<file path="src/bbc_pkg.sv">
// Shared types and constants for the block buffer cache.
// Used by every module in src; no dependencies.
package bbc_pkg;
	typedef enum logic [1:0] {
		ACT_READ    = 2'd0,
		ACT_RELEASE = 2'd1,
		ACT_PIN     = 2'd2,
		ACT_UNPIN   = 2'd3
	} action_t;

	typedef enum logic [1:0] {
		ST_OK      = 2'd0,
		ST_NO_FREE = 2'd1,
		ST_COUNT   = 2'd2
	} status_t;

	typedef struct packed {
		logic [1:0]  action;
		logic [7:0]  device;
		logic [31:0] block_number;
		logic [4:0]  buffer_index;
	} req_t;

	typedef struct packed {
		logic [4:0] entry_index;
		logic       hit;
		logic       needs_fill;
		logic [1:0] status;
	} rsp_t;

	// broadcast from the controller to every cell
	typedef struct packed {
		logic       lookup;    // compare phase of a read
		logic       commit;    // update phase
		action_t    action;
		logic [7:0] device;
		logic [31:0] block_number;
	} bbc_cmd_t;
endpackage

</file>
<file path="src/bbc_cell.sv">
// One cache entry: tag, count, free flag and free age rank.
// Depends on bbc_pkg.
module bbc_cell #(
	parameter int RW   = 5,
	parameter int CW   = 6,
	parameter int N    = 32,
	parameter int IDX  = 0
) (
	input  logic                  clk,
	input  logic                  arst_n,
	input  bbc_pkg::bbc_cmd_t     cmd,
	input  logic                  sel,        // this entry is acted on at commit
	input  logic                  newest,     // entry goes to the free tail
	input  logic                  victim,     // miss retags this entry
	input  logic [RW-1:0]         moved_rank, // rank of the entry made newest
	input  logic                  age_shift,  // ranks above moved_rank drop
	output logic                  match,
	output logic                  free,
	output logic [RW-1:0]         rank,
	output logic [CW-1:0]         count,
	output logic                  valid
);
	import bbc_pkg::*;

	logic [7:0]    dev_q;
	logic [31:0]   blk_q;
	logic          valid_q;
	logic [CW-1:0] count_q;
	logic          free_q;
	logic [RW-1:0] rank_q;

	assign match = !free_q && dev_q == cmd.device && blk_q == cmd.block_number;
	assign free  = free_q;
	assign rank  = rank_q;
	assign count = count_q;
	assign valid = valid_q;

	always_ff @(posedge clk or negedge arst_n) begin
		if (!arst_n) begin
			dev_q   <= '0;
			blk_q   <= '0;
			valid_q <= 1'b0;
			count_q <= '0;
			free_q  <= 1'b1;
			rank_q  <= RW'(IDX);
		end else if (cmd.commit) begin
			if (victim) begin
				dev_q   <= cmd.device;
				blk_q   <= cmd.block_number;
				valid_q <= 1'b1;
				count_q <= CW'(1);
				free_q  <= 1'b0;
			end else if (sel) begin
				case (cmd.action)
					ACT_READ: begin
						count_q <= count_q + CW'(1);
						valid_q <= 1'b1;
					end
					ACT_PIN:     count_q <= count_q + CW'(1);
					ACT_RELEASE: count_q <= count_q - CW'(1);
					ACT_UNPIN:   count_q <= count_q - CW'(1);
					default:     count_q <= count_q;
				endcase
			end
			if (age_shift) begin
				if (newest) begin
					free_q <= 1'b1;
					rank_q <= RW'(N - 1);
				end else if (rank_q > moved_rank) begin
					rank_q <= rank_q - RW'(1);
				end
			end
		end
	end
endmodule

</file>
<file path="config.mk">
export PLATFORM = sky130hd
export DESIGN_NAME = bbc_cell
export DESIGN_NICKNAME = d
export VERILOG_FILES = /design/src/bbc_pkg.sv /design/src/bbc_cell.sv
export SDC_FILE = /design/constraint.sdc
export NUM_CORES = 1
export LEC_CHECK = 0
export ABC_AREA = 1
export BUFFER_PORTS_ARGS = -buffer_cell sky130_fd_sc_hd__buf_2
export CORE_ASPECT_RATIO = 1.2
export CORE_MARGIN = 2
export CORE_UTILIZATION = 52
export CTS_CLUSTER_DIAMETER = 50
export DETAILED_ROUTE_END_ITERATION = 6
export MAX_ROUTING_LAYER = met4
export PLACE_DENSITY_LB_ADDON = 0.12
export SLEW_MARGIN = 40
export SYNTH_ARGS = -nofsm -noshare
export SYNTH_HDL_FRONTEND = slang
export SYNTH_SLANG_ARGS = --single-unit
</file>
<file path="constraint.sdc">
create_clock -name clk -period 3.77 [get_ports clk]
set_input_delay 0.377 -clock clk [delete_from_list [all_inputs] [get_ports clk]]
set_output_delay 0.377 -clock clk [all_outputs]
set_load 0.005 [all_outputs]
</file>
; After elaboration in Yosys (flattened, before gate mapping)
; Index checks and enable logic that the tools add are counted.
[totals]
register_bits = 53
latch_bits = 0
ram_bits = 0
rom_bits = 0
in_bits = 55
out_inout_bits = 14
elab_cells = 39
memories = 0
[classes]
add_sub_neg = 3
n_mul = 0
div = 0
n_lt_le_gt_ge = 1
eq_ne = 5
shifts = 0
mux = 11
bitwise_logic = 0
n_reduce_logical = 13
[op_table]
columns = operator, n
row1 = $eq A32 B32 Y1, 1
row2 = $mux W6, 2
row3 = $pmux W6 S2, 1
row4 = $mux W5, 2
row5 = $eq A8 B8 Y1, 1
row6 = $add A6 B1 Y6 const B, 1
row7 = $mux W1, 6
row8 = $reduce_and A3 Y1, 2
row9 = $reduce_bool A2 Y1, 3
row10 = $sub A6 B1 Y6 const B, 1
row11 = $gt A5 B5 Y1, 1
row12 = $sub A5 B1 Y5 const B, 1
row13 = $eq A2 B2 Y1 const B, 2
row14 = $reduce_and A2 Y1, 2
row15 = $reduce_or A2 Y1, 2
row16 = $eq A2 B1 Y1 const B, 1
row17 = $logic_and A1 B1 Y1, 2
row18 = $logic_not A2 Y1, 1
row19 = $logic_not A1 Y1, 1

; Logic depth before layout (Yosys ltp)
[logic_depth]
depth_word = 5
ltp_mapped = 10

; Worst setup path after synthesis
; Ideal clock, no wire load.
[synth_path]
path_kind = register -> register
start = register rank_q[2] (netlist: rank[2])
end = register rank_q[0] (netlist: rank[0])
setup_time_ps = 119
t_arrival_ps = 1282
required_time_ps = 3651
slack_ps = 2369
stages_incl_launch_ff = 10
n_path_buf = 0
synth_period_minus_slack_ps = 1401
cell_sequence = dfrtp_1 -> ha_1 -> nand2_1 -> inv_1 -> o21ai_2 -> nand3_2 -> nand2_4 -> nand2_8 -> o21ai_2 -> nand2_2
[synth_via]
elab_chain_cells = 3
[synth_lines]
columns = element, line
row1 = from (decl), bbc_cell.sv:30  ; logic [RW-1:0] rank_q;
row2 = from (signal assigned), bbc_cell.sv:45  ; rank_q <= RW'(IDX);
row3 = from (signal assigned), bbc_cell.sv:68  ; rank_q <= RW'(N - 1);
row4 = from (signal assigned), bbc_cell.sv:70  ; rank_q <= rank_q - RW'(1);
row5 = $gt A5 B5 Y1, bbc_cell.sv:69  ; end else if (rank_q > moved_rank) begin
row6 = $reduce_bool A2 Y1 (no line), -
row7 = $reduce_and A3 Y1 (no line), -
; Every way passes these cells.
; A chain may end at the register's enable or synchronous reset.

; Final worst setup path
[layout_path]
start = register blk_q[20]
end = output match
[layout_via]
elab_chain_cells = 2
[layout_lines]
columns = element, line
row1 = from (decl), bbc_cell.sv:26  ; logic [31:0] blk_q;
row2 = from (signal assigned), bbc_cell.sv:49  ; blk_q <= cmd.block_number;
row3 = $eq A32 B32 Y1, bbc_cell.sv:32  ; assign match = !free_q && dev_q == cmd.device && blk_q == cmd.block_number;
row4 = $logic_and A1 B1 Y1, bbc_cell.sv:32
row5 = to (decl), bbc_cell.sv:17  ; output logic match,
; Every way passes these cells.

==> run metrics <==
status=finished clean; NumNets Final=561; first-pass GRT wire length=11.1 mm; post-synthesis mux area share=0; final setup vio count=0; DR WL/cell=11.0 µm; adder-cell area share of the yosys netlist=0.0464; Die X=74.8 µm; Clock Skews=0.00518 ns; WP data arrival=1.55 ns; row count=30; Tcrit/Tclk final=0.512; routed wire length=6.33 mm; CTS tree=done; Critical Path RT=~3.4 ns; buffers added on ports=67; unrepaired setup endpoints after global routing=no; P per Cell Area=roughly 460 nW/µm²; io pins=69; Post-Synth XOR/XNOR Area=0.0392; worst rel slew slack=0.600; top-area cell type share of the netlist area=0.416; commonest non-fill, non-tap cell in the layout=nand2_1; Synth-to-Final Area Change=16.8%; Max-cap violations=0; Multi-input gate area=1500 µm²; maximum clock path buffer count=2; worst min path class=primary input to async pin; total placed instance area=around 3500 µm²; vias per inst=4.76; post-synthesis compound-gate area fraction=0.108; Critical Path Sink Type=output pin; via count of the first global-routing pass=2688; synth warn=0; number of inserted diodes=0; cts repair resizes=0; Synth Flop Type=dfrtp_1; post-cts hold buffer count=0; Yosys reg bits=53; grt ovf=0; Slew Viols, Final=0; hpwl dp=4.70 mm; Post CTS Setup Buffer Count=0; Fmax=518 MHz; Tmin final=1.93 ns; Setup CP Type=flop to output pin; routability cong.=0.806; syn nets=494; most frequent cells in the layout=nand2_1, buf_2, inv_1; die area=around 6700 µm²; CTS buffer count=5; Initial Util=0.545; largest net degree at the start of global routing=63; Root Buffer=clkbuf_8; largest family of logic cells by synthesized area=simple AND/OR/NAND/NOR gates; sequential-to-total area share from yosys stat=0.424; overall routing resource usage=0.219; Crit Path Max Fanout=2; Post-Syn Area=about 3100 µm²; synth top area cells=dfrtp_1, nand2_1, inv_1, o21ai_1, ha_1; drt first pass iters=4; syn_area_per_cell=7.31 µm²; CTS clock-pin slew for the worst setup and hold paths=0.10 ns; DIE HEIGHT=slightly below 90 µm; Reg area=1330 µm²; Post-synth EDFFs=0; dominant cell type by area after synthesis=dfrtp_1; CTS H-Tree Depth=2; RR Startpoint=count[2]; Final Hold Viols=0; crit path launch=blk_q[20]; share of layout cells above drive strength 1=0.226; FFs w/ async S/R, synth=1.00; FILL cells=547; post-route cell area=3650 µm²; DR iter-0 viols=118; setup total negative slack=0 ns; Post-route DRC=0; Post-Synth Simple-Gate Area=0.286; Post-Synthesis Cells=428; Leak Pwr=2.04 nW; Worst-Skew Late Latency=0.31 ns; CTS sink count=53; Final ANT Viol Nets=0; VDD IR-drop max=0.315 mV; initial antenna violation count=0; Via Count=approximately 2700; crit path launch type=flop; area of the core=5740 µm²; Synth cell types=32; Tightest Pin Transition=0.599 ns
-- worst max-delay path, stage by stage, from the launching register on --
cell	delay, ns
dfrtp_1	0.40
xnor2_1	0.16
nand2_1	0.08
nor2_1	0.16
nand2_1	0.08
nor2_1	0.11
nand2_1	0.06
nor2_1	0.08
buf_2	0.12
-- where the power goes --
part | internal (W) | leakage [nW] | switching [W]
logic | 0.000234 | 1.34 | 0.000307
registers | 0.000662 | 0.650 | 0.0000804
clock network | 0.000216 | 0.0574 | 0.000194
-- per-layer routing --
metal | part of all wire | routed length [µm] | global-route usage | up-vias
met5 | 0 | 0 | - | -
met4 | 0.012 | 76 | 0.0536 | 0
met3 | 0.044 | 280 | 0.0395 | 6
met2 | 0.48 | 3020 | 0.370 | 54
met1 | 0.47 | 2950 | 0.273 | 1229
li1 | - | - | - | 1450
-- state kept, by name, summed over array words and instances (netlist names) --
signal	count
blk_q	32
valid	1
dev_q	8
free	1
count	6
rank	5
-- metrics by stage --
step                hold WS (ns)  total power [W]  setup slack [ns]  std cells  utilization
finish                    0.0282          0.00169              1.84        576        0.636
global route              0.0568          0.00182              1.74        576        0.636
CTS                       0.0359          0.00171              1.82        576        0.636
detailed placement         0.381          0.00130              1.86        568        0.615
global placement           0.455          0.00128              1.86        568        0.615
floorplan                 0.0814          0.00113              2.37        428            -
-- cells by family after synthesis --
| logic type | Yosys count |
|---|---|
| compound gates | 61 |
| xor+xnor | 14 |
| simple gates | 213 |
| flops | 53 |
| fa+ha+maj | 11 |
| buf+inv | 76 |
-- layout make-up --
type / count / area share
timing repair buffer: 69 / 0.0966
tap: 80 / 0.0274
multi-input combinational: 299 / 0.411
inverter: 67 / 0.0688
clock buffer: 6 / 0.0226
sequential: 53 / 0.363
clock inverter: 2 / 0.0103
-- worst paths after layout --
check | endpoint | slack (ns) | depth (start not counted)
min in group clk | blk_q[6] | 0.28 | 3
max reg2reg | count[3] | 2.29 | 7
max in group asynchronous | blk_q[8] | 3.12 | 2
min reg2reg | valid | 0.48 | 1
min | dev_q[1] | 0.03 | 1
max | match | 1.84 | 8
-- cell usage after synthesis (2+ instances only) --
master	number
o21ai_0	8
a21oi_1	6
o21ai_1	35
nand2_1	156
a31oi_1	2
nand3_1	12
dfrtp_1	52
nand4_1	2
nor2_1	26
inv_2	12
inv_1	55
xnor2_1	7
buf_2	5
nor2_4	2
buf_4	2
ha_1	10
nand2_2	9
xor2_1	7
o21ai_2	5
or2_2	2
o22ai_1	2
No activity file was read; power rests on OpenSTA's default activity.
