File: src/bbc_pkg.sv
// Shared types and constants for the block buffer cache.
// Used by every module in src; no dependencies.
package bbc_pkg;
	typedef enum logic [1:0] {
		ACT_READ    = 2'd0,
		ACT_RELEASE = 2'd1,
		ACT_PIN     = 2'd2,
		ACT_UNPIN   = 2'd3
	} action_t;

	typedef enum logic [1:0] {
		ST_OK      = 2'd0,
		ST_NO_FREE = 2'd1,
		ST_COUNT   = 2'd2
	} status_t;

	typedef struct packed {
		logic [1:0]  action;
		logic [7:0]  device;
		logic [31:0] block_number;
		logic [4:0]  buffer_index;
	} req_t;

	typedef struct packed {
		logic [4:0] entry_index;
		logic       hit;
		logic       needs_fill;
		logic [1:0] status;
	} rsp_t;

	// broadcast from the controller to every cell
	typedef struct packed {
		logic       lookup;    // compare phase of a read
		logic       commit;    // update phase
		action_t    action;
		logic [7:0] device;
		logic [31:0] block_number;
	} bbc_cmd_t;
endpackage

File: src/bbc_ctrl.sv
// Sequencer: lookup and commit in one state, then the output register.
// Depends on bbc_pkg.
module bbc_ctrl #(
	parameter int N  = 32,
	parameter int CW = 6,
	parameter int CMAX = 63
) (
	input  logic              clk,
	input  logic              arst_n,
	input  logic              in_valid,
	output logic              in_stall,
	input  bbc_pkg::req_t     in_data,
	output logic              out_valid,
	input  logic              out_stall,
	output bbc_pkg::rsp_t     out_data,
	output bbc_pkg::bbc_cmd_t cmd,
	input  logic [N-1:0]      hit_vec,
	input  logic [N-1:0]      lru_vec,    // onehot oldest free entry
	input  logic [CW-1:0]     sel_count,
	input  logic              sel_valid,
	output logic [$clog2(N)-1:0] sel_idx,
	output logic              do_sel,
	output logic              do_victim,
	output logic              do_free
);
	import bbc_pkg::*;
	localparam int IW = $clog2(N);

	typedef enum logic [1:0] {IDLE, LOOK, DONE} state_t;
	state_t state_q;
	req_t   req_q;
	rsp_t   rsp_q;
	logic   out_valid_q;

	logic          any_hit, any_free, in_range;
	logic [IW-1:0] hit_idx, lru_idx;

	always_comb begin
		hit_idx = '0;
		lru_idx = '0;
		for (int i = N-1; i >= 0; i--) begin
			if (hit_vec[i]) hit_idx = IW'(i);
			if (lru_vec[i]) lru_idx = IW'(i);
		end
	end
	assign any_hit  = |hit_vec;
	assign any_free = |lru_vec;
	assign in_range = 32'(req_q.buffer_index) < 32'(N);

	assign cmd.lookup       = state_q == LOOK;
	assign cmd.commit       = state_q == LOOK;
	assign cmd.action       = action_t'(req_q.action);
	assign cmd.device       = req_q.device;
	assign cmd.block_number = req_q.block_number;

	// entry targeted by the pending command
	always_comb begin
		if (req_q.action == ACT_READ) sel_idx = any_hit ? hit_idx : lru_idx;
		else sel_idx = IW'(req_q.buffer_index);
	end

	rsp_t     rsp_d;
	always_comb begin
		rsp_d     = '0;
		do_sel    = 1'b0;
		do_victim = 1'b0;
		do_free   = 1'b0;
		rsp_d.entry_index = req_q.buffer_index;
		rsp_d.status      = ST_OK;
		case (action_t'(req_q.action))
			ACT_READ: begin
				if (any_hit) begin
					rsp_d.entry_index = 5'(hit_idx);
					rsp_d.hit = 1'b1;
					if (32'(sel_count) >= 32'(CMAX)) rsp_d.status = ST_COUNT;
					else begin
						do_sel = 1'b1;
						rsp_d.needs_fill = !sel_valid;
					end
				end else if (any_free) begin
					rsp_d.entry_index = 5'(lru_idx);
					rsp_d.needs_fill  = 1'b1;
					do_victim = 1'b1;
				end else begin
					rsp_d.entry_index = '0;
					rsp_d.status = ST_NO_FREE;
				end
			end
			ACT_PIN: begin
				if (in_range) begin
					if (32'(sel_count) >= 32'(CMAX)) rsp_d.status = ST_COUNT;
					else do_sel = 1'b1;
				end
			end
			default: begin
				if (in_range) begin
					if (sel_count == '0) rsp_d.status = ST_COUNT;
					else begin
						do_sel = 1'b1;
						do_free = req_q.action == ACT_RELEASE && sel_count == CW'(1);
					end
				end
			end
		endcase
	end

	assign in_stall  = state_q != IDLE;
	assign out_valid = out_valid_q;
	assign out_data  = rsp_q;

	always_ff @(posedge clk or negedge arst_n) begin
		if (!arst_n) begin
			state_q     <= IDLE;
			out_valid_q <= 1'b0;
		end else begin
			case (state_q)
				IDLE: if (in_valid) state_q <= LOOK;
				LOOK: begin
					rsp_q <= rsp_d;
					out_valid_q <= 1'b1;
					state_q <= DONE;
				end
				DONE: if (!out_stall) begin
					out_valid_q <= 1'b0;
					state_q <= IDLE;
				end
				default: state_q <= IDLE;
			endcase
		end
	end

	always_ff @(posedge clk) begin
		if (state_q == IDLE && in_valid) req_q <= in_data;
	end
endmodule

File: config.mk
export PLATFORM = sky130hd
export DESIGN_NAME = bbc_ctrl
export DESIGN_NICKNAME = d
export VERILOG_FILES = /design/src/bbc_pkg.sv /design/src/bbc_ctrl.sv
export SDC_FILE = /design/constraint.sdc
export NUM_CORES = 1
export LEC_CHECK = 0
export ABC_CLOCK_PERIOD_IN_PS = 4000
export BUFFER_PORTS_ARGS = -buffer_cell sky130_fd_sc_hd__buf_2
export CAP_MARGIN = 5
export CORE_AREA = 2 2 106 108
export DETAILED_ROUTE_END_ITERATION = 10
export DIE_AREA = 0 0 108 110
export MAX_ROUTING_LAYER = met4
export PLACE_DENSITY = 0.69
export SYNTH_ARGS = -nofsm -noshare
export SYNTH_HDL_FRONTEND = slang
export SYNTH_SLANG_ARGS = --single-unit
File: constraint.sdc
create_clock -name clk -period 4 [get_ports clk]
set_clock_uncertainty 0.05 [all_clocks]
set_input_delay 0.8 -clock clk [delete_from_list [all_inputs] [get_ports clk]]
set_output_delay 0.8 -clock clk [all_outputs]
set_load 0.01 [all_outputs]
== Word level (Yosys, flattened, before mapping) ==
Cells that the tools add are included.
Cells by class
  magnitude comparators: 1
  eq/ne operators: 7
  muxes and demuxes: 90
  reductions and logical operators: 14
Operators by type and width (number)
  5-bit 2-to-1 mux: 68
  32-bit OR reduction: 2
  1-bit 2-to-1 mux: 12
  2-bit 2-to-1 mux: 4
  7-bit 2-to-1 mux: 1
  6-bit by 1-bit equality test with 1-bit output (second input constant): 1
  6-bit greater-or-equal comparator (second input constant): 1
  6-bit logical NOT: 1
  2-bit case mux with 3 select lines: 1
  2-bit AND reduction: 3
  2-bit by 1-bit equality test with 1-bit output (second input constant): 2
  2-bit equality test (second input constant): 2
  2-bit logical NOT: 2
  2-bit != test (second input constant): 2
  1-bit case mux with 2 select lines: 2
  2-bit case mux with 2 select lines: 1
  2-bit nonzero test: 2
  3-bit 2-to-1 mux: 1
  1-bit logical AND: 2
  2-bit OR reduction: 1
  1-bit logical NOT: 1
Storage, ports and cells
  bits in registers: 59
  input port bits: 122
  output and inout bits: 63
  word-level logic and storage cells: 122

== Logic depth before layout (Yosys ltp) ==
Gate-level depths: netlist of run 1.
  depth after elaboration: 35
  gate-level depth with buffers: 6
  gate-level depth less buffers: 6

== Worst setup path before layout of run 1 ==
Ideal clock, no wire load.
  kind: input-to-reg
  from: input in_valid
  to: register req_q (netlist bit cmd[0]), enable pin
  library setup time: 0.452 ns
  arrival time: 2.814 ns
  data required time: 3.498 ns
  path slack: 0.685 ns
  stages: 2
  path buffers: 0
  cell sequence: inv_1 > nor2_1
On the way
  cells in the longest elaborated chain, start to end: 1
Ends and longest elaborated chain
  start, declared: line bbc_ctrl.sv:10  | input logic in_valid,
  1-bit logical AND: line bbc_ctrl.sv:133  | if (state_q == IDLE && in_valid) req_q <= in_data;
  end signal, assigned: line bbc_ctrl.sv:133
  end, declared: line bbc_ctrl.sv:31  | req_t req_q;
No other way between the ends.
A chain may end at the register's enable or synchronous reset.

== Worst setup path in the final report of run 1 ==
  from: input hit_vec[28]
  to: output sel_idx[0]
On the way
  cells in the longest elaborated chain, start to end: 31
  elaborated cells on any way between the ends: 32
  those cells by class: mux: 31; reduce/logical: 1
Ends and longest elaborated chain
  start, declared: line bbc_ctrl.sv:17  | input logic [N-1:0] hit_vec,
  5-bit 2-to-1 mux (29 in a row): line bbc_ctrl.sv:42  | if (hit_vec[i]) hit_idx = IW'(i);
  5-bit 2-to-1 mux (*) (2 in a row): line bbc_ctrl.sv:58  | if (req_q.action == ACT_READ) sel_idx = any_hit ? hit_idx : lru_idx;
  end, declared: line bbc_ctrl.sv:21  | output logic [$clog2(N)-1:0] sel_idx,
Every way passes the cells marked *; elsewhere a longest branch is shown, timed or not.

==> results of run 1 <==
==> worst register-to-register path, stage by stage, from the launching register on <==
cell	delay, ns
dfrtp_1	0.40
or2_2	0.35
nor2_4	0.80
buf_4	0.36
==> synthesized netlist by cell type (3+ instances only) <==
master	count	area share [%]
edfxtp_1	56	54
buf_4	43	10
nor2_1	31	3.7
a21oi_1	15	2.4
nand2_1	15	1.8
nor4_1	13	2.6
inv_1	12	1.4
o21ai_0	12	1.9
nand3_1	9	1.4
nor3_1	8	1.3
o31ai_1	7	1.7
a31oi_1	5	1.0
nor2b_1	4	0.80
nor4_2	4	1.6
a211oi_1	3	0.72
and2_1	3	0.60
dfrtp_1	3	2.4
o41ai_1	3	0.84
==> logic make-up (layout without fill, tap and decap cells) <==
| logic type | after synthesis | count (layout) | share of synthesized area, % |
|---|---|---|---|
| simple gates | 104 | 104 | 18.53 |
| compound gates | 61 | 61 | 13.37 |
| flops | 59 | 59 | 56.20 |
| buf+inv | 56 | 214 | 11.89 |
==> sequential cells by signal (all words and copies together), names as in the netlist <==
register and cells:
out_data 9, state_q 2, req_q 5, cmd 42, out_valid 1
==> path summary, 6_finish.rpt <==
check,from,endpoint,cells past startpoint,slack [ns]
worst max-delay path,hit_vec[28],sel_idx[0],8,0.46
worst min-delay path,arst_n,state_q[1]$_DFFE_PN0P_,1,0.20
worst max register to register,state_q[1]$_DFFE_PN0P_,cmd[35]$_DFFE_PP_,3,1.74
worst min register to register,state_q[1]$_DFFE_PN0P_,out_valid$_DFFE_PN0P_,1,0.44
max in group asynchronous,arst_n,state_q[0]$_DFFE_PN0P_,1,3.59
min in group clk,state_q[1]$_DFFE_PN0P_,out_valid$_DFFE_PN0P_,1,0.44
==> final cells by class <==
cell class                      count  area share (%)
Multi-Input combinational cell    165           24.50
Timing Repair Buffer              186           22.83
Clock inverter                      7           1.434
Clock buffer                        9           3.021
Tap cell                          140           4.272
Sequential cell                    59           42.84
Inverter                           12           1.099
==> placed cells by master (no fill, tap or decap), types with 4 or more instances in the layout <==
cell type,netlist,final
a21oi_1,15,15
a31oi_1,5,5
buf_2,0,184
clkbuf_8,0,9
edfxtp_1,56,56
inv_1,12,12
nand2_1,15,15
nand3_1,9,9
nor2_1,31,30
nor2b_1,4,4
nor3_1,8,8
nor4_1,13,13
nor4_2,4,4
o21ai_0,12,12
o31ai_1,7,7
==> where the power goes <==
part           switching, W  internal [W]  total, W
Combinational      0.000272      0.000176  0.000448
Clock              0.000222      0.000278  0.000501
Sequential        0.0000380      0.000833  0.000871
==> stage by stage <==
stage / hold slack [ns] / area (µm²) / setup WS [ns] / total power, W / instances
finish: 0.2040 / 4100 / 0.4597 / 0.001820 / 578
global route: 0.1765 / 4100 / 0.3103 / 0.001922 / 578
CTS: 0.1810 / 4100 / 0.4538 / 0.001850 / 578
detailed placement: 0.4406 / 3918 / 0.4556 / 0.001341 / 562
global placement: 0.4261 / 3918 / 0.5209 / 0.001326 / 562
floorplan: 0.4043 / 3126 / 0.6846 / 0.001194 / 280
==> per-layer routing <==
metal  up-vias  GRT usage [%]
met5         -              -
met4         0          4.670
met3        10          4.586
met2        79          25.38
met1      1245          15.06
li1       1323              -
==> flow_summary.ini, run 1 <==
[status]
status = completed

[worst_setup_path]
worst-path-max-fanout = 7
path_class = input pin to output pin
setup.worst_path.start_class = input pin
worstPathCellList = buf_2, nor4_2, nand4_2, nor4_4, nand2_4, o31ai_4, a32o_1, buf_2
crit_path_end_kind = output pin
cpMostUsedCell = buf_2
critPathRequiredTime_ns = 3.15
critPathBufInv = 2
cpMaxStageDelayCell = nor4_4
worstPathArrival_ns = 2.69
crit_path_max_incr_delay_ns = 0.48
cp_top_family = simple AND/OR/NAND/NOR gates

[placed_design]
portBuffers = 184
place_hpwl_mm = 7.409
gp_congestion = 0.8070

[global_route]
grtUsageTotal_pct = 14.26
grt_pass1_wl_mm = 12.23
grt_max_degree = 38
grt_pass1_vias = 2525
overflow = 0
antenna_found_initial = 0

[synthesis]
netlist_area_um2 = 3125
yosysWarnings = 0
syn_nets = 402
syn_area_per_cell_um2 = 11.16
syn_inst = 280
synthArstFlopShare_pct = 5.085
synth_top_flop_cell = edfxtp_1
synth-edff-count = 56
ys_types = 43
yosysSeqAreaShare_pct = 56.20
ys_seq_elements = 59

[layout]
multi_input_area_um2 = 1005
drive_above_1_share_pct = 48.63
nets = 555
synthToLayoutAreaGrowth_pct = 31.18
final_util_pct = 38.33
nFillCells = 1117
antenna_cells = 0
regArea_um2 = 1757

[floorplanning]
die-width_um = 108
ios = 185
core_area_um2 = 10700
initial_core_util_pct = 29.22
fp.dieH_um = 110
row_count = 38
dieArea_um2 = 11880

[routing]
drc = 0
wl_mm = 8.765
post_drt_wl_per_cell_um = 15.16
met2_wirelength_mm = 4.737
dr.pass1.iters = 6
drt.antenna.violating_nets = 0
top_layer = met4
met1_length_mm = 3.432
routed_via_density = 4.597
vias = 2657
route.met3.wl_um = 457
drt_iter0_drc = 100

[sta]
tns_ns = 0
drv_slew = 0
period_minus_slack_ns = 3.540
setup_viol = 0
finalCritPeriodShare_pct = 88.51
hold_viol = 0
clock.fmax_mhz = 282.5
relSlewSlack_pct = 29.68
rsz0062_at_grt = no
worst_pin_slew_ns = 1.052

[power_and_ir_drop]
power.static_leakage_nw = 1.747
cellPowerDensity_nw_per_um2 = 443.8
ir_drop_v = 0.0003681

[hold_path]
min-delay-path-class = input pin to async pin

[clock_tree]
postCtsSetupBuffers = 0
cts.repair.resized = 0
clock_latency_ns = 0.33
clkTransAtPathRegs_ns = 0.06
clockBufferDepth = 2
cts_sinks = 59
cts_buffers = 9
hold_buffers = 0
cts_max_level = 3
cts_tree = built
root_buffer = clkbuf_8

[job]
cap_violations = 0
Power figures use the tool's default switching activity.
==> run 2, diff against run 1 <==
PLACE_DENSITY = 0.55   (was 0.69)
==> run 2 against run 1 <==
Design area fell by 0.15%. Setup slack got worse by 0.0027 ns. Global-route usage increased by 0.091 points. Clock power is 1% higher. Register-to-register slack better by 0.37 ns. Critical endpoint unchanged.
==> flow_summary.ini, run 2 (synthesis results as in run 1) <==
[status]
status = completed

[floorplanning]
fp.dieH_um = 110
die-width_um = 108
initial_core_util_pct = 29.22
row_count = 38
ios = 185
dieArea_um2 = 11880
core_area_um2 = 10700

[power_and_ir_drop]
p_seq_share_pct = 47.6
post-layout-total-power_w = 0.001824
p_int_w = 0.001288
power_frac_clock_pct = 27.8
cellPowerDensity_nw_per_um2 = 445.5
ir_drop_v = 0.0002700
power.static_leakage_nw = 1.735
comb_power_share_pct = 24.6
p_switching_w = 0.0005362
p_sw_share_pct = 29.40

[clock_tree]
cts_max_level = 3
cts_sinks = 59
clock_latency_ns = 0.33
cts_buffers = 9
clkTransAtPathRegs_ns = 0.06
cts.repair.resized = 0
cts_tree = built
postCtsSetupBuffers = 0
root_buffer = clkbuf_8
clockBufferDepth = 2
hold_buffers = 0

[worst_setup_path]
worst-path-max-fanout = 7
path_class = input pin to output pin
worstPathArrival_ns = 2.69
critPathRequiredTime_ns = 3.15
setup.worst_path.start_class = input pin
crit_path_end_kind = output pin

[global_route]
grt_pass1_vias = 2559
gr-usage-met2_pct = 23.90
grtUsageTotal_pct = 14.35
grt.met1_usage_pct = 16.77
grt_pass1_wl_mm = 12.46
grt_use_met3_pct = 3.762
grt_max_degree = 43
overflow = 0
busiest_layer = met2
antenna_found_initial = 0

[layout]
antenna_cells = 0
synthToLayoutAreaGrowth_pct = 30.98
final_common_cell = buf_2
nets = 554
final_util_pct = 38.27
largest_reg_flops = 42
final_cell_mix = buf_2 (184), edfxtp_1 (56), nor2_1 (30), nand2_1 (15), a21oi_1 (15)
drive_above_1_share_pct = 48.28

[sta]
hold_viol = 0
drv_slew = 0
setup_viol = 0
tns_ns = 0
clock.fmax_mhz = 282.3
relSlewSlack_pct = 61.27
rsz0062_at_grt = no
period_minus_slack_ns = 3.543
worst_pin_slew_ns = 0.5756
setup_ws_ns = 0.4570
finalCritPeriodShare_pct = 88.57

[hold_path]
min-delay-path-class = input pin to async pin

[routing]
drt_iter0_drc = 112
dr.pass1.iters = 5
drc = 0
routed_via_density = 4.659
vias = 2688
drt.antenna.violating_nets = 0
wl_mm = 8.681
post_drt_wl_per_cell_um = 15.05

[placed_design]
gp_congestion = 0.8540
portBuffers = 184
place_hpwl_mm = 7.164
post-place-ws_ns = 0.4418

[job]
cap_violations = 0
==> run 2: cell count changes in the layout (fill, tap and decap cells not counted), sizes merged <==
| cell | previous run | this run |
|---|---|---|
| clkinvlp | 1 | 2 |
| buf | 186 | 185 |
| clkinv | 5 | 3 |
| clkbuf | 9 | 10 |
==> run 2: path summary, 6_finish.rpt <==
check	from	end	slack (ns)	depth (start not counted)
min in group clk	state_q[1]$_DFFE_PN0P_	out_valid$_DFFE_PN0P_	0.46	1
min	arst_n	state_q[0]$_DFFE_PN0P_	0.20	1
max in group asynchronous	arst_n	out_valid$_DFFE_PN0P_	3.59	1
max	hit_vec[28]	sel_idx[0]	0.46	8
max reg2reg	state_q[1]$_DFFE_PN0P_	cmd[33]$_DFFE_PP_	2.11	3
min reg2reg	state_q[1]$_DFFE_PN0P_	out_valid$_DFFE_PN0P_	0.46	1
==> run 2: per-layer routing <==
layer	vias up	part of all wire [%]
li1	1326	-
met1	1253	41
met2	97	52
met3	12	5.6
met4	0	1.6
met5	-	0
==> run 2: area by class of cell <==
class	instances	area [µm²]
clock inverters	6	56.30
clock buffers	10	127.6
multi-input cells	165	1005
inverters	12	45.04
fillers	1102	6604
well taps	140	175.2
flip-flops and latches	59	1757
repair buffers	185	928.4
==> run 2: power by group through the flow <==
| stage | clock [W] | combinational (W) | sequential, W |
|---|---|---|---|
| floorplan | 0 | 0.000304 | 0.000890 |
| global placement | 0 | 0.000454 | 0.000880 |
| detailed placement | 0 | 0.000456 | 0.000883 |
| CTS | 0.000526 | 0.000458 | 0.000872 |
| global route | 0.000562 | 0.000493 | 0.000880 |
| finish | 0.000507 | 0.000448 | 0.000869 |
==> run 2: worst max-delay path: stages <==
cell and delay (ns):
buf_2 0.11, nor4_2 0.42, nand4_2 0.21, nor4_4 0.47
nand2_4 0.13, o31ai_4 0.25, a32o_1 0.16, buf_2 0.13
==> run 2: stage by stage <==
step | cell area [µm²] | instances | hold slack [ns]
2_1_floorplan | 3126 | 280 | 0.4043
3_3_place_gp | 3910 | 561 | 0.4367
3_5_place_dp | 3910 | 561 | 0.4471
4_1_cts | 4094 | 577 | 0.1854
5_1_grt | 4094 | 577 | 0.1784
6_report | 4094 | 577 | 0.2049
==> run 3, diff against run 2 <==
RECOVER_POWER = 25   (was default)
==> run 3 against run 2 <==
Global-route usage unchanged. Total power about the same. Routed wire length about the same. Sequential power about the same. Clock-buffer cell count unchanged. Die area unchanged. Non-clock buffer count unchanged. Combinational power about the same.
==> flow_summary.ini, run 3 (synthesis results as in run 1) <==
[worst_setup_path]
cp_top_family = simple AND/OR/NAND/NOR gates
crit_path_end_kind = output pin
reg2reg_slack_ns = 2.11
r2r_cells = 3
cpMaxStageDelayCell = nor4_4
crit_cells = 8
worstPathArrival_ns = 2.69
setup.worst_path.start_class = input pin
crit_path_max_incr_delay_ns = 0.47
worstPathCellList = buf_2, nor4_2, nand4_2, nor4_4, nand2_4, o31ai_4, a32o_1, buf_2
critPathBufInv = 2
critPathRequiredTime_ns = 3.15
path_class = input pin to output pin
worst-path-max-fanout = 7
cpMostUsedCell = buf_2

[layout]
antenna_cells = 0
fin_area_um2 = 4093
final_common_cell = buf_2
multi_input_area_um2 = 1005
instances_no_fill = 577
final_cell_mix = buf_2 (183), edfxtp_1 (56), nor2_1 (30), nand2_1 (15), a21oi_1 (15)
drive_above_1_share_pct = 48.05
nFillCells = 1103
regArea_um2 = 1757
synthToLayoutAreaGrowth_pct = 30.94
nets = 554
largest_reg_flops = 42

[floorplanning]
row_count = 38
ios = 185
initial_core_util_pct = 29.22
fp.dieH_um = 110
core_area_um2 = 10700
dieArea_um2 = 11880
die-width_um = 108

[clock_tree]
clock_latency_ns = 0.33
cts_buffers = 9
cts.repair.resized = 0
cts_sinks = 59
cts_max_level = 3
clockBufferDepth = 2
postCtsSetupBuffers = 0
hold_buffers = 0
clkTransAtPathRegs_ns = 0.06
root_buffer = clkbuf_8
cts_tree = built

[sta]
clock.fmax_mhz = 282.3
period_minus_slack_ns = 3.543
holdWs_ns = 0.2242
setup_viol = 0
setup_ws_ns = 0.4570
tns_ns = 0
rsz0062_at_grt = no
relSlewSlack_pct = 61.27
hold_viol = 0
worst_pin_slew_ns = 0.5756
drv_slew = 0
finalCritPeriodShare_pct = 88.57

[global_route]
grtUsageTotal_pct = 14.35
grt_pass1_vias = 2559
overflow = 0
antenna_found_initial = 0
grt_max_degree = 43
grt_pass1_wl_mm = 12.46

[routing]
drt.antenna.violating_nets = 0
met1_length_mm = 3.576
route.met3.wl_um = 490
top_layer = met4
met2_wirelength_mm = 4.474
vias = 2688
routed_via_density = 4.659
drc = 0
wl_mm = 8.683
dr.pass1.iters = 5
drt_iter0_drc = 112
post_drt_wl_per_cell_um = 15.05

[power_and_ir_drop]
power.static_leakage_nw = 1.732
power_frac_clock_pct = 27.8
p_seq_share_pct = 47.6
p_switching_w = 0.0005362
ir_drop_v = 0.0002671
p_int_w = 0.001288
cellPowerDensity_nw_per_um2 = 445.7
comb_power_share_pct = 24.6
p_sw_share_pct = 29.40

[placed_design]
post-place-ws_ns = 0.4418
portBuffers = 184
dp_cells = 561
place_hpwl_mm = 7.164
placedInstanceArea_um2 = 3910
gp_congestion = 0.8540

[job]
cap_violations = 0

[status]
status = completed

[hold_path]
min-delay-path-class = input pin to async pin
-- run 3: cell count changes in the layout (fill, tap and decap cells not counted) --
cell	previous run	this run
buf_2	184	183
clkbuf_1	1	2
-- run 3: cell type report --
cell class / instances / area share, %
clock buffers: 10 / 3.118
clock inverters: 6 / 1.376
inverters: 12 / 1.101
multi-input cells: 165 / 24.55
flip-flops and latches: 59 / 42.92
well taps: 140 / 4.280
repair buffers: 185 / 22.65
-- run 3: worst paths after layout --
kind,start,end
max reg2reg,state_q[1]$_DFFE_PN0P_,cmd[33]$_DFFE_PP_
min,arst_n,state_q[0]$_DFFE_PN0P_
min reg2reg,state_q[1]$_DFFE_PN0P_,out_valid$_DFFE_PN0P_
min in group clk,state_q[1]$_DFFE_PN0P_,out_valid$_DFFE_PN0P_
max in group asynchronous,arst_n,out_valid$_DFFE_PN0P_
max,hit_vec[28],sel_idx[0]
-- run 3: per-stage QoR --
| step | utilization [%] | total power, W |
|---|---|---|
| 2_1_floorplan | - | 0.001194 |
| 3_3_place_gp | 36.55 | 0.001333 |
| 3_5_place_dp | 36.55 | 0.001339 |
| 4_1_cts | 38.27 | 0.001856 |
| 5_1_grt | 38.26 | 0.001935 |
| 6_report | 38.26 | 0.001824 |
-- run 3: per-layer routing --
| metal | up-vias | global-route usage [%] |
|---|---|---|
| met5 | - | - |
| met1 | 1253 | 16.77 |
| li1 | 1326 | - |
| met2 | 97 | 23.90 |
| met4 | 0 | 5.403 |
| met3 | 12 | 3.762 |
-- run 3: power by group through the flow --
| stage | Sequential, W | Clock [W] | Combinational [W] |
|---|---|---|---|
| after detailed placement | 0.000883 | 0 | 0.000456 |
| final | 0.000869 | 0.000507 | 0.000448 |
| after global routing | 0.000880 | 0.000562 | 0.000493 |
| after CTS | 0.000872 | 0.000526 | 0.000458 |
| after global placement | 0.000880 | 0 | 0.000454 |
| after floorplan | 0.000890 | 0 | 0.000304 |
